File: config.mk
export PLATFORM = sky130hd
export DESIGN_NAME = rbas_mul
export DESIGN_NICKNAME = d
export VERILOG_FILES = /design/src/rtl/rbas_mul.sv
export SDC_FILE = /design/constraint.sdc
export NUM_CORES = 2
export LEC_CHECK = 0
export BUFFER_PORTS_ARGS = -buffer_cell sky130_fd_sc_hd__buf_4
export CORE_ASPECT_RATIO = 1.1
export CORE_MARGIN = 4
export CORE_UTILIZATION = 40
export CTS_BUF_LIST = sky130_fd_sc_hd__clkbuf_8
export DETAILED_ROUTE_END_ITERATION = 12
export PLACE_DENSITY_LB_ADDON = 0.2
export SLEW_MARGIN = 10
export SYNTH_ARGS = -nofsm -noshare
export SYNTH_HDL_FRONTEND = slang
export SYNTH_SLANG_ARGS = --single-unit
File: constraint.sdc
create_clock -name clk -period 11.69 [get_ports clk]
set_clock_uncertainty 0.15 [all_clocks]
set_input_delay 1.169 -clock clk [delete_from_list [all_inputs] [get_ports clk]]
set_output_delay 1.169 -clock clk [all_outputs]
set_load 0.05 [all_outputs]
File: src/rtl/rbas_mul.sv
// Shared signed multiplier with a registered product.
// Does not import rbas_pkg; none of its items are used.
module rbas_mul (
	input  logic               clk,
	input  logic signed [32:0] a,
	input  logic signed [32:0] b,
	output logic signed [65:0] p_q
);
	always_ff @(posedge clk) begin
		p_q <= a * b;
	end
endmodule

==> results by group <==
STA
  • Final Hold Viols: 0
  • Tmin final: 9.06 ns
  • FMAX: 110 MHz
  • TNS Setup: 0 ns
  • Slew Limit Headroom: 44.9%
  • Slew @ Worst Pin: between 0.8 and 0.9 ns
  • Final Max Slew Viols: 0
  • Final Setup Violations: 0
  • RSZ-0062 raised after global routing: no
  • Tcrit/Tclk final: 77.5%
  • Post-route setup slack: about 2.6 ns

Global route
  • Total track usage: 22.4%
  • Antenna violations before repair: 7
  • Gr ovfl total: 0
  • Largest net degree at the start of global routing: 34
  • Vias in the first global route: 31600
  • First-pass GRT wire length: around 180000 um

Routing
  • Vias per cell: roughly 5.0
  • Initial DRC count: around 1200
  • ANT nets after route: 0
  • Drt wl/cell: ~20 um
  • Drt drc: 0
  • Via count: ~28000
  • DRT Wirelength: 114000 um
  • Initial DRT Pass Iterations: 5

Place
  • DP Worst Slack: between 2 and 2.5 ns
  • GP Congestion: approximately 0.86
  • Port buffer count: roughly 130
  • Post-DP HPWL: approximately 95000 um

Synth
  • Area leader, netlist: fa_1
  • Sequential-to-total area share from yosys stat: around 3.2%
  • Top cell type's share of synthesized area: between 50 and 60%
  • Library cells used by synthesis: 80
  • Synth top area cells: fa_1 56%, inv_1 10%, and2_1 8.6%
  • Post-synthesis instance total: ~4300
  • Ys flop type: dfxtp_1
  • Top cells by count, synth: 1145 x fa_1, 1131 x inv_1, 562 x and2_1, 551 x nand2_1, 217 x ha_1
  • Fraction of registers with async set/reset: 0%
  • Number of flops mapped to enable cells by yosys: 0
  • Yosys warning count: 0
  • Post-Syn Area per Cell: 9.39 um^2
  • Post-Syn Area: 40700 um^2
  • Count leader, synth: fa_1
  • Syn Nets: between 5000 and 6000
  • Synth Register Bits: 66

Clock tree
  • Clock sinks: 66
  • Num CTS Buffers: 9
  • Htree depth: 3
  • Post-CTS Resized: 0
  • Post-CTS Hold Buffers: 0
  • Clock transition at path regs: approximately 0.11 ns
  • Clock Tree Buf Depth: 2
  • CTS root buf: clkbuf_8
  • CTS tree: yes
  • Post-CTS Setup Repair Bufs: 0

Finish
  • Layout fillers: a little over 10000
  • Final core occ: between 40% and 50%
  • Biggest register: p_q
  • Share of post-route cells with drive strength above 1: 4.47%
  • Nets: between 5000 and 6000
  • Area grow syn2layout: 5.12%
  • Regs by FF count: p_q (66)
  • Largest register FFs: 66

Worst setup path
  • Critical Path AT: around 9 ns
  • Data required, critical path: 11.86 ns
  • Setup crit start: a[32]
  • Worst setup SP type: input port
  • Crit end category: flip-flop
  • Crit-path max FO: 33
  • CP Class: in2reg

Outcome
  • Status: finished clean

Min path
  • Worst Hold Depth: 2
  • Worst hold path startpoint: b[0]
  • Hold Path Class: in2reg
  • Hold path endpoint: p_q[0]$_DFF_P_

Die
  • Die width: approximately 310 um
  • Top-Level Pins: roughly 130
  • Die area: approximately 110000 um^2
  • Die Height: 343 um
  • FP Rows: between 100 and 150
  • Core Area: 101000 um^2
  • Initial core utilization: approximately two fifths

Flow run
  • Total of max-cap violations: 0
kinds of logic after synthesis:
group	share of synthesized area [%]
adder cells (fa/ha/maj)	62.9
AO/OA/AOI/OAI	4.07
XOR/XNOR	1.46
buffers and inverters	12.5
AND/OR/NAND/NOR	15.8
flip-flops	3.24
cells in the final DEF, fill, tap and decap left out, types with 7 or more instances in the layout:
master,instances
nand3_1,25
a21o_1,36
fa_1,1145
nand4_1,11
nor2_1,68
buf_4,138
and2_1,562
clkbuf_8,9
o21ai_0,25
xor2_1,25
nand2_1,551
a21oi_1,57
dfxtp_1,66
inv_1,1131
a211oi_1,7
ha_1,217
nand2b_1,12
a31oi_1,8
xnor2_1,43
nor3_1,7
o21bai_1,11
layer usage:
metal / GRT usage, % / vias to the layer above / part of all wire [%]
li1: - / 12200 / -
met1: 26.1 / 15000 / 37
met2: 42.2 / 632 / 55
met3: 1.84 / 189 / 3.2
met4: 9.83 / 0 / 4.8
met5: 0 / - / 0
critical path, stage by stage:
cell and delay (ns):
buf_4 0.35, nand2_1 0.17, inv_1 0.16, fa_1 0.49
fa_1 0.56, fa_1 0.94, fa_1 0.55, fa_1 0.49
fa_1 0.50, fa_1 0.49, inv_1 0.05, fa_1 0.47
inv_1 0.04, ha_1 0.43, nand3_1 0.24, nor2_1 0.31
nand2_1 0.17, nor3_1 0.71, o311ai_4 0.32, nand3_2 0.22
a211oi_1 0.10, a311oi_1 0.26
how the worst max path moves through the flow:
stage / end / slack (ns) / cells past startpoint
floorplan: p_q[62]$_DFF_P_ / 3.13 / 23
global route: p_q[58]$_DFF_P_ / 2.29 / 22
CTS: p_q[58]$_DFF_P_ / 2.71 / 22
detailed placement: p_q[58]$_DFF_P_ / 2.25 / 22
finish: p_q[64]$_DFF_P_ / 2.63 / 22
global placement: p_q[64]$_DFF_P_ / 2.13 / 22
final cells by class:
class	count	area, um^2	area share [%]
sequential	66	1320	3.09
clock buffer	9	124	0.289
inverter	1131	4250	9.91
antenna	4	10.0	0.0234
tap	1364	1710	3.99
clock inverter	7	58.8	0.137
multi-input combinational	2920	34300	80.1
timing repair buffer	138	1040	2.42
through the flow:
step / instances / cell area, um^2 / hold WS (ns)
final: 5639 / 42800 / 1.04
after global routing: 5639 / 42800 / 1.02
after CTS: 5635 / 42800 / 0.978
after detailed placement: 5619 / 42600 / 1.47
after global placement: 5619 / 42600 / 1.47
after floorplan: 4338 / 40700 / 1.15
Power is left out: the tool's default activity adds up to more than one toggle a clock period on the data nets, which glitch-free logic cannot reach.
