## config.mk

```make
export PLATFORM = sky130hd
export DESIGN_NAME = rbas_isqrt
export DESIGN_NICKNAME = d
export VERILOG_FILES = /design/src/rtl/rbas_pkg.sv /design/src/rtl/rbas_isqrt.sv
export SDC_FILE = /design/constraint.sdc
export NUM_CORES = 1
export LEC_CHECK = 0
export ABC_AREA = 0
export BUFFER_PORTS_ARGS = -buffer_cell sky130_fd_sc_hd__buf_2
export CORE_MARGIN = 5
export CORE_UTILIZATION = 53
export DETAILED_ROUTE_END_ITERATION = 12
export PLACE_DENSITY = 0.78
export SYNTH_ARGS = -nofsm -noshare
export SYNTH_HDL_FRONTEND = slang
export SYNTH_SLANG_ARGS = --single-unit
export TNS_END_PERCENT = 50
```

## constraint.sdc

```tcl
create_clock -name clk -period 16.55 [get_ports clk]
set_clock_uncertainty 0.15 [all_clocks]
set_input_delay 3.31 -clock clk [delete_from_list [all_inputs] [get_ports clk]]
set_output_delay 3.31 -clock clk [all_outputs]
set_load 0.02 [all_outputs]
```

## src/rtl/rbas_pkg.sv

```systemverilog
// Shared types, constants and helpers for the rigid-body angular step block.
// No dependencies; imported by the divider, square root, top-level and checker modules of the block.
package rbas_pkg;

	localparam int unsigned SWEEP_W     = 4;
	localparam logic [SWEEP_W-1:0] SWEEP_RESET = 4'd5;
	localparam int unsigned S_DATA_W    = 320;
	localparam int unsigned M_DATA_W    = 224;
	localparam logic signed [31:0] ONE_Q30 = 32'sh4000_0000;
	localparam logic signed [31:0] MAX32   = 32'sh7FFF_FFFF;
	localparam logic signed [31:0] MIN32   = 32'sh8000_0000;
	localparam int unsigned DIV_STEPS  = 31;
	localparam int unsigned SQRT_STEPS = 32;

	typedef struct packed {
		logic [63:0] dividend;
		logic [31:0] den;
		logic        neg;
	} div_req_t;

	typedef enum logic [20:0] {
		ST_IDLE      = 21'h000001,
		ST_RHS_MUL   = 21'h000002,
		ST_RHS_WB    = 21'h000004,
		ST_SW_MUL1   = 21'h000008,
		ST_SW_MUL2   = 21'h000010,
		ST_SW_ACC    = 21'h000020,
		ST_DIV_GO    = 21'h000040,
		ST_DIV_WAIT  = 21'h000080,
		ST_SPIN      = 21'h000100,
		ST_Q_MUL     = 21'h000200,
		ST_Q_ACC     = 21'h000400,
		ST_Q_DT      = 21'h000800,
		ST_Q_U       = 21'h001000,
		ST_NORM      = 21'h002000,
		ST_SQ_MUL    = 21'h004000,
		ST_SQ_ACC    = 21'h008000,
		ST_SQRT_GO   = 21'h010000,
		ST_SQRT_WAIT = 21'h020000,
		ST_QD_GO     = 21'h040000,
		ST_QD_WAIT   = 21'h080000,
		ST_OUT       = 21'h100000
	} state_t;

	function automatic logic signed [31:0] sat32(input logic signed [65:0] v);
		logic signed [31:0] r;
		if (v > 66'sh0_7FFF_FFFF)
			r = MAX32;
		else if (v < -66'sh0_8000_0000)
			r = MIN32;
		else
			r = v[31:0];
		return r;
	endfunction

endpackage

```

## src/rtl/rbas_isqrt.sv

```systemverilog
// Iterative integer square root of a 64-bit value, two radicand bits per cycle.
// Depends on rbas_pkg (step count).
module rbas_isqrt (
	input  logic        clk,
	input  logic        arst_n,
	input  logic        start,
	input  logic [63:0] val,
	output logic        done,
	output logic [31:0] root
);
	import rbas_pkg::*;

	logic        busy_q;
	logic        done_q;
	logic [5:0]  cnt_q;
	logic [63:0] v_q;
	logic [63:0] r_q;
	logic [63:0] bit_q;
	logic [63:0] tst;

	assign tst = r_q + bit_q;

	always_ff @(posedge clk or negedge arst_n) begin
		if (!arst_n) begin
			busy_q <= 1'b0;
			done_q <= 1'b0;
			cnt_q  <= '0;
		end else begin
			done_q <= 1'b0;
			if (start) begin
				busy_q <= 1'b1;
				cnt_q  <= 6'(SQRT_STEPS);
				v_q    <= val;
				r_q    <= '0;
				bit_q  <= 64'h4000_0000_0000_0000;
			end else if (busy_q) begin
				if (v_q >= tst) begin
					v_q <= v_q - tst;
					r_q <= (r_q >> 1) + bit_q;
				end else begin
					r_q <= r_q >> 1;
				end
				bit_q <= bit_q >> 2;
				cnt_q <= cnt_q - 6'd1;
				if (cnt_q == 6'd1) begin
					busy_q <= 1'b0;
					done_q <= 1'b1;
				end
			end
		end
	end

	assign done = done_q;
	assign root = r_q[31:0];
endmodule

```

==> run_results.csv, run 1 <==
group,metric,value,unit
outcome,status,"finished clean",
sta,hold_viol,0,
clock_network,holdBufCountCts,0,
setup_path,cp_data_required_time,16.72,ns
placed_design,gp_congestion,0.9707,
synthesis,synth_seq_area_share,28.46,%
cells_and_area,antenna_cells,0,
setup_path,worst-setup-path-type,"reg2reg",
sta,tns,0,ns
setup_path,reg2reg_slack,8.41,ns
clock_network,cts.clk_slew.worst_paths,0.09,ns
clock_network,cts_buffer_depth,2,
sta,fin_crit_sh,49.21,%
global_route,grt_util_all_layers,27.06,%
drt,drt_wl_total,61190,um
cells_and_area,num-fill-cells,3551,
floorplan,fp-row-count,72,
synthesis,ys_seq_elements,200,
clock_network,cts_tree,"built",
placed_design,dp_hpwl,46750,um
synthesis,async_flop_share,4.000,%
synthesis,synth.distinct_cells,87,
worst_hold_path,hold_depth,2,
setup_path,crit_arrival,8.31,ns
sta,period_minus_slack,8.145,ns
synthesis,synth_cells,2505,
setup_path,cp-end-kind,"flop",
clock_network,clock_latency,0.49,ns
sta,slew_headroom,30.74,%
floorplan,dieArea,43630,um^2
cells_and_area,layout-drive-gt1-share,7.296,%
placed_design,portBuffers,99,
synthesis,syn_avg_cell_area,8.369,um^2
synthesis,synthTopCellsByArea,"edfxtp_1, ha_1, a21oi_1",
clock_network,post_cts_resize_count,0,
synthesis,yosys.area.top_type,"edfxtp_1",
sta,setup-violations-final,0,
sta,rsz0062_at_grt,"no",
clock_network,ctsHtreeMaxLevel,4,
synthesis,syn-cell-area,20960,um^2
synthesis,syn_nets,2767,
floorplan,die_h,208.9,um
synthesis,synth_warnings,0,
drt,via_per_inst,6.477,
floorplan,core_area,38920,um^2
global_route,grt_pass1_wl,97480,um
drt,vias,19330,
synthesis,synth_top_cell_area_share,27.50,%
setup_path,rr_endpoint,"r_q[53]",
clock_network,postCtsSetupBuffers,0,
setup_path,critPathLaunchType,"flop",
drt,first_iter_violations,2139,
setup_path,crit-reg2reg-launch,"r_q[2]",
floorplan,io_pins,100,
clock_network,cts_root_buf,"clkbuf_16",
floorplan,die_x,208.9,um
drt,wl_per_cell,20.50,um
synthesis,synthFlopType,"edfxtp_1",
drt,drcViolationCount,0,
worst_hold_path,min_to,"cnt_q[5]",
worst_hold_path,min_path_type,"reg2reg",
cells_and_area,area_delta_synth_final,4.596,%
floorplan,start_util,53.87,%
synthesis,synth_edf_count,192,
sta,drv_slew,0,
global_route,grt_pass1_vias,18000,
worst_hold_path,hp-start,"cnt_q[5]",
cells_and_area,fin_nets,2716,
drt,final_antenna_net_count,0,
job,maxCapViolCount,0,
global_route,antenna_found_initial,0,
clock_network,numCtsBuffers,17,
setup_path,critPathMaxFanout,67,
sta,max_freq,0.1228,GHz
global_route,gr-total-overflow,0,
sta,hold_ws,0.3908,ns
sta,worst-slew-pin-transition,1.039,ns
setup_path,r2r_cells,22,
global_route,grt_max_degree,92,
drt,first_pass_iters,6,
clock_network,clock_sinks,200,
==> cells by family after synthesis <==
kind of cell,count (synthesis),share of synthesized area [%]
compound gates,838,25.72
xor+xnor,171,7.144
fa+ha+maj,195,11.75
buf+inv,249,5.330
flops,200,28.46
mux,111,5.330
simple gates,741,16.28
==> stage by stage <==
stage                     cell area [um^2]  instances  utilization, %  worst slack, ns
after detailed placement             21350       2953           54.85            8.572
final                                21930       2985           56.34            8.405
after global placement               21350       2953           54.85            8.677
after floorplan                      20960       2505               -            6.540
after CTS                            21930       2985           56.34            8.534
after global routing                 21930       2985           56.34            7.950
==> how the worst max path moves through the flow <==
| stage | slack (ns) | startpoint | depth (start not counted) | to |
|---|---|---|---|---|
| after floorplan | 6.54 | r_q[1] | 21 | v_q[0] |
| after global placement | 8.68 | r_q[1] | 22 | r_q[57] |
| after detailed placement | 8.57 | r_q[1] | 22 | r_q[54] |
| after CTS | 8.53 | r_q[2] | 22 | r_q[54] |
| after global routing | 7.95 | r_q[2] | 22 | r_q[53] |
| final | 8.41 | r_q[2] | 22 | r_q[53] |
==> Yosys cell counts, types with 20 or more instances <==
cell and number:
a211oi_1 68, a21o_1 99, a21oi_1 245, a31oi_1 32, buf_4 34, clkbuf_1 108, edfxtp_1 192, ha_1 192
inv_1 71, mux2i_1 106, nand2_1 231, nand3_1 55, nand4_1 58, nor2_1 240, nor2b_1 20, nor3_1 34
o21a_1 25, o21ai_0 179, o21bai_1 41, xnor2_1 99, xor2_1 72
==> routing by layer <==
metal	GRT usage, %	vias up	part of all wire, %
met3	3.479	83	7.9
met1	41.18	9228	47
met5	0	-	0
met4	7.291	0	2.0
li1	-	9202	-
met2	40.57	820	44
==> cell type report <==
cell class | count | area, um^2 | share of cell area, %
multi-input combinational | 2056 | 13890 | 63.36
clock inverter | 15 | 153.9 | 0.7019
inverter | 72 | 270.3 | 1.233
clock buffer | 17 | 425.4 | 1.940
sequential | 200 | 5969 | 27.22
timing repair buffer | 107 | 568.0 | 2.591
tap | 518 | 648.1 | 2.956
==> worst max-delay path: stages, from the launching register on <==
cell and delay, ns:
edfxtp_1 0.51, ha_1 0.31, a211oi_1 0.38, o21ai_1 0.22
a21oi_1 0.19, o21ai_0 0.14, nand2_1 0.09, o21ai_0 0.11
or4b_2 0.65, a31oi_1 0.27, o21ai_0 0.16, xnor2_1 0.20
ha_1 0.43, and3_2 0.29, nand2_1 0.09, or4_1 0.59
a21oi_1 0.42, o31ai_1 0.20, a22oi_4 0.80, buf_4 0.84
and2_1 0.49, o2111ai_1 0.19, a31oi_1 0.21
==> placed cells by master (no fill, tap or decap), types with 15 or more instances in the layout <==
master       n
o31ai_1     15
buf_2       97
nand2b_1    15
xnor2_1     99
nor2_1     240
nor3_1      34
a211oi_1    68
nand3_1     55
o211ai_1    18
o21bai_1    41
o21a_1      25
mux2i_1    106
nand2_1    231
edfxtp_1   192
a31oi_1     32
a21oi_1    245
o21ai_0    179
nand4_1     58
and3_1      15
ha_1       192
nor2b_1     20
clkbuf_16   17
xor2_1      72
a21o_1      99
inv_1       71
==> sequential cells by signal, summed over array words and instances, names as in the netlist <==
register,count
busy_q,1
bit_q,64
v_q,64
r_q,64
done,1
cnt_q,6
Power of run 1 is not shown: default switching activity piles up to over one toggle a cycle in this logic, so the estimate is an artifact.
==> run 2, diff against run 1 <==
--- a/config.mk
+++ b/config.mk
@@ -10,7 +10,7 @@
 export CORE_MARGIN = 5
 export CORE_UTILIZATION = 53
 export DETAILED_ROUTE_END_ITERATION = 12
-export PLACE_DENSITY = 0.78
+export PLACE_DENSITY = 0.81
 export SYNTH_ARGS = -nofsm -noshare
 export SYNTH_HDL_FRONTEND = slang
 export SYNTH_SLANG_ARGS = --single-unit
==> constraint.sdc (replaced) <==
create_clock -name clk -period 7.2 [get_ports clk]
set_clock_uncertainty 0.15 [all_clocks]
set_input_delay 1.44 -clock clk [delete_from_list [all_inputs] [get_ports clk]]
set_output_delay 1.44 -clock clk [all_outputs]
set_load 0.02 [all_outputs]
==> run 2 against run 1 <==
  * Flip-flop and latch count did not move
  * Non-clock buffer count increased by 5
  * Critical endpoint is now r_q[44]
  * Via count is essentially flat
  * Sequential share of layout area shrank 0.079 points
  * First-iteration DRC count is 5.1% lower
  * Largest cell class unchanged
  * Die area unchanged
  * Critical path type unchanged
  * Critical path depth unchanged
==> run_results.csv, run 2 (synthesized netlist as in run 1, its figures left out) <==
group,metric,value,unit
outcome,status,"finished clean",
cells_and_area,area_delta_synth_final,4.900,%
drt,wl_per_cell,20.41,um
global_route,grt_util_all_layers,26.73,%
clock_network,postCtsSetupBuffers,0,
clock_network,ctsHtreeMaxLevel,4,
sta,tns,0,ns
sta,setup-violations-final,0,
floorplan,start_util,53.87,%
global_route,grt_pass1_wl,96590,um
global_route,gr-total-overflow,0,
setup_path,rr_endpoint,"r_q[44]",
drt,drcViolationCount,0,
sta,drv_slew,0,
global_route,grt_pass1_vias,17890,
sta,max_freq,0.1462,GHz
setup_path,reg2reg_slack,0.36,ns
drt,first_pass_iters,9,
clock_network,numCtsBuffers,17,
clock_network,holdBufCountCts,0,
sta,worst-slew-pin-transition,1.074,ns
drt,first_iter_violations,2030,
setup_path,critPathLaunchType,"flop",
cells_and_area,top_regs,"bit_q x64, r_q x64, v_q x64",
floorplan,fp-row-count,72,
drt,vias,19320,
clock_network,post_cts_resize_count,0,
placed_design,dp_hpwl,46460,um
sta,hold_viol,0,
floorplan,core_area,38920,um^2
setup_path,r2r_cells,22,
setup_path,crit_arrival,6.89,ns
job,maxCapViolCount,0,
setup_path,cp_data_required_time,7.25,ns
floorplan,dieArea,43630,um^2
cells_and_area,utilization,56.51,%
clock_network,cts_tree,"built",
setup_path,worst-setup-path-type,"reg2reg",
worst_hold_path,hold_depth,2,
sta,fin_crit_sh,94.97,%
cells_and_area,antenna_cells,0,
clock_network,clock_sinks,200,
global_route,grt_max_degree,121,
floorplan,io_pins,100,
sta,rsz0062_at_grt,"no",
setup_path,cp-startpoint,"r_q[19]",
setup_path,crit-reg2reg-launch,"r_q[19]",
floorplan,die_x,208.9,um
floorplan,die_h,208.9,um
sta,period_minus_slack,6.838,ns
clock_network,cts.clk_slew.worst_paths,0.08,ns
clock_network,cts_root_buf,"clkbuf_16",
cells_and_area,fin_nets,2721,
worst_hold_path,hp-start,"cnt_q[5]",
worst_hold_path,min_path_type,"reg2reg",
placed_design,portBuffers,99,
cells_and_area,layout_common_cells,"a21oi_1, nor2_1, nand2_1, ha_1, edfxtp_1",
drt,final_antenna_net_count,0,
setup_path,cp-end-kind,"flop",
clock_network,clock_latency,0.49,ns
worst_hold_path,min_to,"cnt_q[5]",
placed_design,gp_congestion,0.9746,
cells_and_area,layout_commonest_cell,"a21oi_1",
drt,drt_wl_total,61040,um
drt,via_per_inst,6.460,
cells_and_area,layout-drive-gt1-share,7.524,%
clock_network,cts_buffer_depth,2,
setup_path,critPathMaxFanout,68,
global_route,antenna_found_initial,0,
sta,slew_headroom,28.38,%
-- run 2: changes by cell type in the layout (fill, tap and decap cells not counted), sizes merged --
cell      delta
buf          +5
inv          -1
clkinvlp     +1
-- run 2: worst max path at each step --
stage	end	slack, ns	cells past startpoint
floorplan	v_q[0]	0.25	21
global placement	r_q[57]	0.46	22
detailed placement	r_q[57]	0.47	22
CTS	r_q[57]	0.43	22
global route	r_q[44]	0.03	22
finish	r_q[44]	0.36	22
-- run 2: final cells by class --
| class | count | area (um^2) |
|---|---|---|
| clock buffer | 17 | 425.4 |
| clock inverter | 15 | 153.9 |
| fill | 3522 | 16930 |
| inverter | 72 | 270.3 |
| multi-input combinational | 2056 | 13890 |
| sequential | 200 | 5969 |
| tap | 518 | 648.1 |
| timing repair buffer | 112 | 630.6 |
-- run 2: critical path, cell delays in order, from the launching register on --
cell       delay, ns
edfxtp_1        0.53
ha_1            0.49
and4_1          0.24
nand3_1         0.11
nor2_1          0.22
a21boi_1        0.41
o2111ai_1       0.30
a2111oi_2       0.49
o21ai_1         0.19
o21a_1          0.28
xor2_1          0.21
ha_1            0.50
nand4_1         0.19
nor4_1          0.31
buf_4           0.18
nand3_1         0.07
a21oi_1         0.12
o31ai_1         0.18
a22oi_4         0.30
buf_12          0.37
or4b_1          0.47
a31oi_1         0.14
nor3_1          0.08
-- run 2: metal layers --
metal	global-route usage (%)	wire length, um
met1	40.39	28120
met3	3.194	4900
met2	40.71	26720
met4	6.931	1298
met5	0	0
-- run 2: stage by stage --
stage          instances  setup WS (ns)  hold slack [ns]  area [um^2]
3_3_place_gp        2958         0.4639           0.3535        21410
6_report            2990         0.3622           0.3848        21990
5_1_grt             2990        0.03095           0.4070        21990
2_1_floorplan       2505         0.2475           0.3336        20970
4_1_cts             2990         0.4307           0.3828        21990
3_5_place_dp        2958         0.4744           0.3641        21410
Power of run 2 is left out for the same reason.
