==> config.mk <==
export PLATFORM = sky130hd
export DESIGN_NAME = rbas_div
export DESIGN_NICKNAME = d
export VERILOG_FILES = /design/src/rtl/rbas_pkg.sv /design/src/rtl/rbas_div.sv
export SDC_FILE = /design/constraint.sdc
export NUM_CORES = 1
export LEC_CHECK = 0
export BUFFER_PORTS_ARGS = -buffer_cell sky130_fd_sc_hd__buf_2
export CAP_MARGIN = 15
export CORE_ASPECT_RATIO = 1.5
export CORE_MARGIN = 8
export CORE_UTILIZATION = 55
export DETAILED_ROUTE_END_ITERATION = 8
export PLACE_DENSITY = 0.77
export SLEW_MARGIN = 5
export SYNTH_ARGS = -nofsm -noshare
export SYNTH_HDL_FRONTEND = slang
export SYNTH_SLANG_ARGS = --single-unit
export TNS_END_PERCENT = 5
==> constraint.sdc <==
create_clock -name clk -period 8.7 [get_ports clk]
set_clock_uncertainty 0.05 [all_clocks]
set_input_delay 0.87 -clock clk [delete_from_list [all_inputs] [get_ports clk]]
set_output_delay 0.87 -clock clk [all_outputs]
set_load 0.005 [all_outputs]
==> src/rtl/rbas_pkg.sv <==
// Shared types, constants and helpers for the rigid-body angular step block.
// No dependencies; imported by the divider, square root, top-level and checker modules of the block.
package rbas_pkg;

	localparam int unsigned SWEEP_W     = 4;
	localparam logic [SWEEP_W-1:0] SWEEP_RESET = 4'd5;
	localparam int unsigned S_DATA_W    = 320;
	localparam int unsigned M_DATA_W    = 224;
	localparam logic signed [31:0] ONE_Q30 = 32'sh4000_0000;
	localparam logic signed [31:0] MAX32   = 32'sh7FFF_FFFF;
	localparam logic signed [31:0] MIN32   = 32'sh8000_0000;
	localparam int unsigned DIV_STEPS  = 31;
	localparam int unsigned SQRT_STEPS = 32;

	typedef struct packed {
		logic [63:0] dividend;
		logic [31:0] den;
		logic        neg;
	} div_req_t;

	typedef enum logic [20:0] {
		ST_IDLE      = 21'h000001,
		ST_RHS_MUL   = 21'h000002,
		ST_RHS_WB    = 21'h000004,
		ST_SW_MUL1   = 21'h000008,
		ST_SW_MUL2   = 21'h000010,
		ST_SW_ACC    = 21'h000020,
		ST_DIV_GO    = 21'h000040,
		ST_DIV_WAIT  = 21'h000080,
		ST_SPIN      = 21'h000100,
		ST_Q_MUL     = 21'h000200,
		ST_Q_ACC     = 21'h000400,
		ST_Q_DT      = 21'h000800,
		ST_Q_U       = 21'h001000,
		ST_NORM      = 21'h002000,
		ST_SQ_MUL    = 21'h004000,
		ST_SQ_ACC    = 21'h008000,
		ST_SQRT_GO   = 21'h010000,
		ST_SQRT_WAIT = 21'h020000,
		ST_QD_GO     = 21'h040000,
		ST_QD_WAIT   = 21'h080000,
		ST_OUT       = 21'h100000
	} state_t;

	function automatic logic signed [31:0] sat32(input logic signed [65:0] v);
		logic signed [31:0] r;
		if (v > 66'sh0_7FFF_FFFF)
			r = MAX32;
		else if (v < -66'sh0_8000_0000)
			r = MIN32;
		else
			r = v[31:0];
		return r;
	endfunction

endpackage

==> src/rtl/rbas_div.sv <==
// Iterative restoring divider, one quotient bit per cycle, saturating to 32 bits signed.
// Depends on rbas_pkg (div_req_t, limits, step count).
module rbas_div (
	input  logic                clk,
	input  logic                arst_n,
	input  logic                start,
	input  rbas_pkg::div_req_t  req,
	output logic                done,
	output logic signed [31:0]  quot
);
	import rbas_pkg::*;

	logic        busy_q;
	logic [4:0]  cnt_q;
	logic [30:0] dvd_q;
	logic [31:0] rem_q;
	logic [31:0] den_q;
	logic [30:0] q_q;
	logic        neg_q;
	logic        done_q;
	logic signed [31:0] quot_q;
	logic [32:0] trial;
	logic [32:0] diff;
	logic        ovf;

	assign ovf   = req.dividend >= {1'b0, req.den, 31'b0};
	assign trial = {rem_q, dvd_q[30]};
	assign diff  = trial - {1'b0, den_q};

	always_ff @(posedge clk or negedge arst_n) begin
		if (!arst_n) begin
			busy_q <= 1'b0;
			done_q <= 1'b0;
			cnt_q  <= '0;
		end else begin
			done_q <= 1'b0;
			if (start) begin
				neg_q <= req.neg;
				if (req.den == '0) begin
					done_q <= 1'b1;
					quot_q <= (req.dividend == '0) ? '0 : (req.neg ? MIN32 : MAX32);
				end else if (ovf) begin
					done_q <= 1'b1;
					quot_q <= req.neg ? MIN32 : MAX32;
				end else begin
					busy_q <= 1'b1;
					cnt_q  <= 5'(DIV_STEPS);
					rem_q  <= req.dividend[62:31];
					dvd_q  <= req.dividend[30:0];
					den_q  <= req.den;
					q_q    <= '0;
				end
			end else if (busy_q) begin
				dvd_q <= {dvd_q[29:0], 1'b0};
				if (!diff[32]) begin
					rem_q <= diff[31:0];
					q_q   <= {q_q[29:0], 1'b1};
				end else begin
					rem_q <= trial[31:0];
					q_q   <= {q_q[29:0], 1'b0};
				end
				cnt_q <= cnt_q - 5'd1;
				if (cnt_q == 5'd1) begin
					busy_q <= 1'b0;
					done_q <= 1'b1;
					quot_q <= neg_q ? -$signed({1'b0, q_q[29:0], !diff[32]})
					                : $signed({1'b0, q_q[29:0], !diff[32]});
				end
			end
		end
	end

	assign done = done_q;
	assign quot = quot_q;
endmodule

==> impl_metrics.ini, run 1 <==
[detailed_routing]
dr_wl_met2_um = 12300
vias = 7604
wl_per_cell_um = 18.1
drt-met1-wl_um = 8880
met3_length_um = 1230
wl_um = 23500
drtAntennaViolNets = 0
vias_per_cell = 5.87
drt-initial-drc-count = 610
top_layer = met4
drtPass1Iterations = 5
route.detailed.drc = 0

[critical_path]
critical_path.max_stage_delay_ns = 0.54
r2r_start = dvd_q[30]
worst-path-buf-inv = 3
r2r_end = quot[28]
r2r_cells = 19
cpMaxStageDelayCell = o21ai_0
rrSetupSlack_ns = 3.24
required_ns = 8.78
crit_chain = inv_1 -> ha_1 -> fa_1 -> nand2b_1 -> a21oi_1 -> o21ai_0 -> o21ai_0 -> a311oi_1 -> xnor2_2 -> clkinv_1 -> buf_4 -> ha_1 -> nand2_1 -> or3_1 -> or3_1 -> nand2b_1 -> o41ai_1 -> xor2_1 -> o21ai_0
crit_path_max_fanout = 53
end_kind = flop
crit_type = flop to flop
crit_top_cell = o21ai_0
crit_family = compound AO/OA/AOI/OAI gates
worstPathArrival_ns = 5.55
critPathLaunchType = flop

[clock_tree]
hold_buffers = 0
post_cts_resized = 0
cts_tree = done
cts.sinks = 165
h-tree-depth = 4
cts-root-buf = clkbuf_16
clkTransAtPathRegs_ns = 0.07
clockBufferDepth = 2
post_cts_buffers = 0
cts_inserted_buffers = 17
clkLatencyLatePin_ns = 0.43

[yosys]
syn_inst = 946
synthArstFlopShare_pct = 4.24
synth_compound_area_share_pct = 15.0
synth_area_um2 = 9970
yosysWarnings = 0
synthXorXnorAreaFrac_pct = 4.65
synthMuxAreaShare_pct = 4.19
syn-num-nets = 1114
synth_top_family_by_area = compound AO/OA/AOI/OAI gates
synth_edf_count = 158
ys.flop_type = edfxtp_1
avgSynthCellArea_um2 = 10.5
yosys.area_share.adder_pct = 8.61
synth_cell_type_count = 57
ys_ff_latch = 165
seq_area_frac_synth_pct = 49.3
yosys.area_share.simple_pct = 13.7

[cells_and_area]
mostFrequentLayoutCell = edfxtp_1
mostFrequentLayoutCells = 158 x edfxtp_1, 131 x buf_2, 85 x o21ai_0
drive_above_1_share_pct = 19.6
nets = 1233
antenna_cells = 0
area_growth_pct = 14.1
design_area_um2 = 11400

[pwr]
leakage_uw = 0.00467
p_per_area_nw_per_um2 = 187
peakVddDrop_v = 0.000127

[timing]
min_period_over_period_pct = 62.8
fmax_mhz = 183
slew_headroom_pct = 29.1
final-setup-viol-count = 0
slew_violations = 0
rsz0062_at_grt = false
period_needed_ns = 5.46
report.final.hold_viol_count = 0
fin_tns_setup_ns = 0
tightest_slew_ns = 1.06

[place]
io_buffers = 132
hpwl_um = 17600
routabilityCongestion = 0.954
placed_area_um2 = 10800

[flow_run]
max_cap_viol_count = 0

[die]
dieArea_um2 = 22800
fp.dieW_um = 126
core_area_um2 = 17900
ios = 133
num_rows = 60
die_h_um = 181
initial_core_util_pct = 55.8

[global_routing]
antenna_found_initial = 0
grt_start_max_net_pins = 107
overflow = 0
grt_pass1_wl_um = 38600
grt_pass1_vias = 7882
track_usage_pct = 21.1

[status]
status = finished clean

[hold_path]
hold_class = primary input to async pin
[logic make-up (layout without fill, tap and decap cells)]
logic type,Yosys count,in the layout
XOR/XNOR,53,53
AO/OA/AOI/OAI,242,242
buffers and inverters,118,250
adder cells (fa/ha/maj),68,68
AND/OR/NAND/NOR,262,262
flip-flops,165,165
multiplexers,38,38
[layer usage]
metal  GRT usage [%]  vias to the layer above
li1                -                     3741
met1            21.6                     3610
met2            37.6                      194
met3            5.63                       59
met4            13.0                        0
met5               0                        -
[worst register-to-register path, cell delays in order, from the launching register on]
cell and delay [ns]:
edfxtp_1 0.35, inv_1 0.05, ha_1 0.22, fa_1 0.40, nand2b_1 0.18, a21oi_1 0.24, o21ai_0 0.16, o21ai_0 0.54
a311oi_1 0.25, xnor2_2 0.19, clkinv_1 0.05, buf_4 0.43, ha_1 0.26, nand2_1 0.06, or3_1 0.33, or3_1 0.39
nand2b_1 0.29, o41ai_1 0.46, xor2_1 0.16, o21ai_0 0.08
[cell usage after synthesis, types with 2 or more instances]
| cell type | instances | area (um^2) |
|---|---|---|
| o41ai_1 | 7 | 61.3 |
| xnor2_1 | 14 | 123 |
| ha_1 | 67 | 838 |
| o21a_1 | 12 | 90.1 |
| a21oi_1 | 52 | 260 |
| dfrtp_1 | 7 | 175 |
| o2111ai_1 | 2 | 17.5 |
| nor2_1 | 47 | 176 |
| nor4_1 | 28 | 175 |
| nand4_1 | 21 | 131 |
| nor2b_1 | 34 | 213 |
| a21o_1 | 24 | 180 |
| a21boi_0 | 5 | 37.5 |
| nand2_1 | 64 | 240 |
| mux2i_1 | 8 | 80.1 |
| nor3_1 | 12 | 60.1 |
| o211ai_1 | 5 | 37.5 |
| or2_2 | 4 | 25.0 |
| o31ai_1 | 12 | 90.1 |
| o21ai_0 | 85 | 425 |
| and2_1 | 4 | 25.0 |
| a31o_2 | 2 | 17.5 |
| inv_1 | 77 | 289 |
| clkbuf_1 | 36 | 135 |
| or4_1 | 3 | 22.5 |
| a41oi_1 | 2 | 17.5 |
| a31oi_1 | 9 | 56.3 |
| mux2_2 | 30 | 338 |
| or4_4 | 2 | 22.5 |
| or3_1 | 9 | 56.3 |
| nand2b_1 | 7 | 43.8 |
| and3_1 | 12 | 75.1 |
| o31a_1 | 2 | 17.5 |
| or3_4 | 2 | 22.5 |
| buf_1 | 4 | 15.0 |
| o21bai_1 | 3 | 22.5 |
| a211o_1 | 3 | 26.3 |
| edfxtp_1 | 158 | 4740 |
| xor2_1 | 39 | 342 |
| a211oi_1 | 7 | 52.6 |
| nand3_1 | 9 | 45.0 |
[through the flow]
step           instances  setup slack [ns]  power (uW)  util [%]  hold WS [ns]
3_3_place_gp        1263              3.42        1430      60.6         0.453
4_1_cts             1295              3.19        2130      63.7         0.234
6_report            1295              3.24        2120      63.7         0.244
5_1_grt             1295              2.66        2230      63.7         0.233
3_5_place_dp        1263              3.20        1440      60.6         0.464
2_1_floorplan        946              1.06        1310         -         0.434
[power by group]
| group | switching [uW] | internal, uW | leakage [uW] | total, uW |
|---|---|---|---|---|
| clock | 305 | 389 | 0.000243 | 695 |
| sequential | 31.9 | 946 | 0.00156 | 978 |
| combinational | 265 | 185 | 0.00287 | 450 |
[final cells by class]
type,instances,area (um^2)
timing repair buffer,140,723
clock inverter,14,113
fill,1487,6490
inverter,78,293
tap,217,272
multi-input combinational,663,4630
clock buffer,18,429
sequential,165,4920
[sequential cells by signal, summed over array words and instances, names as in the netlist]
register	cells
done	1
cnt_q	5
den_q	32
dvd_q	31
quot	32
q_q	30
rem_q	32
neg_q	1
busy_q	1
[worst max path at each step]
stage / cells after the start / from / end / slack, ns
floorplan: 11 / req[15] / dvd_q[0] / 1.06
global placement: 19 / dvd_q[30] / quot[28] / 3.42
detailed placement: 19 / dvd_q[30] / quot[28] / 3.20
CTS: 19 / dvd_q[30] / quot[28] / 3.19
global route: 19 / dvd_q[30] / quot[28] / 2.66
finish: 19 / dvd_q[30] / quot[28] / 3.24
Note: power is estimated with default switching activity, not from simulation.
==> inputs of run 2 (changes only) <==
- ABC_AREA: not set -> 1
- PLACE_DENSITY: 0.77 -> 0.76
- clock period: 8.7 -> 5.3 ns (I/O delays scaled with it)
==> run 2 against run 1 <==
Effect of this change:
- die area is 7.0% higher
- sequential share of layout area is 3.1 points lower
- synthesized cell count is 37% higher
- sequential power is 65% higher
- register-to-register slack worse by 1.9 ns
- flip-flop and latch count stayed put
- global-route usage is 3.0 points higher
- first-iteration DRC count is 47% higher
- routed wire length is 23% higher
- critical path depth is 7 higher
- setup slack worse by 1.9 ns
- cell area is 7.7% higher
- critical path type unchanged
==> impl_metrics.ini, run 2 <==
[clock_tree]
post_cts_buffers = 0
clkTransAtPathRegs_ns = 0.07
cts_tree = done
cts-root-buf = clkbuf_16
h-tree-depth = 4
clockBufferDepth = 2
cts_inserted_buffers = 17
cts.sinks = 165
clkLatencyLatePin_ns = 0.44
post_cts_resized = 0
hold_buffers = 1

[cells_and_area]
antenna_cells = 0
mostFrequentLayoutCell = nand2_1
mostFrequentLayoutCells = 363 x nand2_1, 175 x inv_1, 158 x edfxtp_1
layoutNonFillerInstCount = 1692
nets = 1591
area_growth_pct = 13.9
design_area_um2 = 12300
drive_above_1_share_pct = 15.3

[die]
dieArea_um2 = 24400
core_area_um2 = 19200
num_rows = 62
die_h_um = 187
ios = 133
initial_core_util_pct = 56.1
fp.dieW_um = 130

[yosys]
synth_commonest_cells = 363 x nand2_1, 175 x inv_1, 158 x edfxtp_1
synth_area_um2 = 10800
synthArstFlopShare_pct = 4.24
synth_top_cell_by_area = edfxtp_1
yosysWarnings = 0
synth.most_common_cell = nand2_1
synth_edf_count = 158
ys.flop_type = edfxtp_1
avgSynthCellArea_um2 = 8.30
ys_ff_latch = 165
syn-num-nets = 1463
seq_area_frac_synth_pct = 45.8
ys_top_cells_by_area = edfxtp_1 44%, nand2_1 13%, ha_1 7.8%, inv_1 6.1%, nor2_1 3.8%
synth_cell_type_count = 53
synth_top_area_share_pct = 44.1
syn_inst = 1295

[timing]
rsz0062_at_grt = false
min_period_over_period_pct = 74.1
final-setup-viol-count = 0
slew_headroom_pct = 42.5
report.final.hold_viol_count = 0
fin_tns_setup_ns = 0
period_needed_ns = 3.93
fmax_mhz = 255
fin_ws_ns = 1.37
slew_violations = 0
tightest_slew_ns = 0.862

[pwr]
power_frac_comb_pct = 22.4
swShare_pct = 31.6
p_per_area_nw_per_um2 = 300
leakage_uw = 0.00569
peakVddDrop_v = 0.000196
p_total_uw = 3680
clockPowerShare_pct = 33.8
cellInternalPower_uw = 2520
power_switching_uw = 1160
seqPwrFrac_pct = 43.8

[critical_path]
required_ns = 5.44
setup.worst_path.start = dvd_q[30]
worstPathArrival_ns = 4.07
r2r_end = quot[30]
r2r_cells = 26
critPathLaunchType = flop
crit_path_max_fanout = 9
end_kind = flop
rrSetupSlack_ns = 1.37
setup.worst_path.end = quot[30]
crit_type = flop to flop
r2r_start = dvd_q[30]

[place]
routabilityCongestion = 0.998
place_inst = 1658
io_buffers = 132
hpwl_um = 21700
placed_area_um2 = 11600
pre_cts_slack_ns = 1.37

[global_routing]
grt_pass1_vias = 9617
track_usage_pct = 24.2
overflow = 0
grt_start_max_net_pins = 94
antenna_found_initial = 0
grt_pass1_wl_um = 46500

[detailed_routing]
top_layer = met4
met3_length_um = 1760
vias_per_cell = 5.59
wl_per_cell_um = 17.0
vias = 9456
route.detailed.drc = 0
wl_um = 28800
drtPass1Iterations = 7
drtAntennaViolNets = 0
drt-initial-drc-count = 897
dr_wl_met2_um = 14300
drt-met1-wl_um = 11500

[flow_run]
max_cap_viol_count = 0

[hold_path]
hold_class = primary input to flop
hold_start = req[4]
whs_path_depth = 1

[status]
status = finished clean
-- run 2: stage by stage --
stage               hold slack (ns)  util, %
global route                  0.245     63.9
finish                        0.250     63.9
global placement              0.344     60.8
detailed placement            0.342     60.8
floorplan                     0.184        -
CTS                           0.242     63.9
-- run 2: cell type report --
type | instances | area (um^2)
clock buffer | 18 | 429
clock inverter | 14 | 151
fill | 1728 | 6910
inverter | 184 | 696
multi-input combinational | 915 | 4990
sequential | 165 | 4920
tap | 256 | 320
timing repair buffer | 140 | 746
-- run 2: worst max-delay path: stages (launching register included) --
cell	delay, ns
edfxtp_1	0.37
inv_1	0.06
ha_1	0.22
fa_1	0.40
inv_1	0.07
nand2_1	0.04
nand2_1	0.09
nand3_1	0.09
nand2_2	0.12
nand2_2	0.07
nand2_4	0.09
nand2_4	0.06
nand2_2	0.09
nand2_4	0.07
nand2_8	0.10
ha_1	0.15
inv_1	0.05
nor3_2	0.17
nand3_1	0.21
nor2_1	0.21
nand4_1	0.13
nor4_2	0.25
nor2_1	0.12
nor2_1	0.18
nand3_1	0.09
nand3_1	0.09
nand2_1	0.06
-- run 2: cells by family (layout without fill, tap and decap cells) --
| kind of cell | after synthesis | after routing | share of synthesized area (%) |
|---|---|---|---|
| simple gates | 629 | 629 | 25.3 |
| buf+inv | 215 | 356 | 7.96 |
| compound gates | 188 | 188 | 10.5 |
| flops | 165 | 165 | 45.8 |
| fa+ha+maj | 68 | 68 | 7.98 |
| xor+xnor | 30 | 30 | 2.44 |
-- run 2: routing by layer --
metal	global-route usage, %	vias up
li1	-	4610
met1	28.2	4386
met2	41.8	375
met3	3.51	85
met4	11.9	0
met5	0	-
-- run 2: how the worst min path moves through the flow --
stage	end	slack, ns
floorplan	busy_q	0.18
global placement	cnt_q[3]	0.34
detailed placement	cnt_q[3]	0.34
CTS	den_q[3]	0.24
global route	den_q[11]	0.25
finish	den_q[3]	0.25
-- run 2: power groups by stage --
stage | sequential, uW | combinational (uW) | clock [uW]
floorplan | 1630 | 587 | 0
global placement | 1640 | 795 | 0
detailed placement | 1640 | 811 | 0
CTS | 1610 | 823 | 1250
global route | 1620 | 927 | 1300
finish | 1610 | 823 | 1240
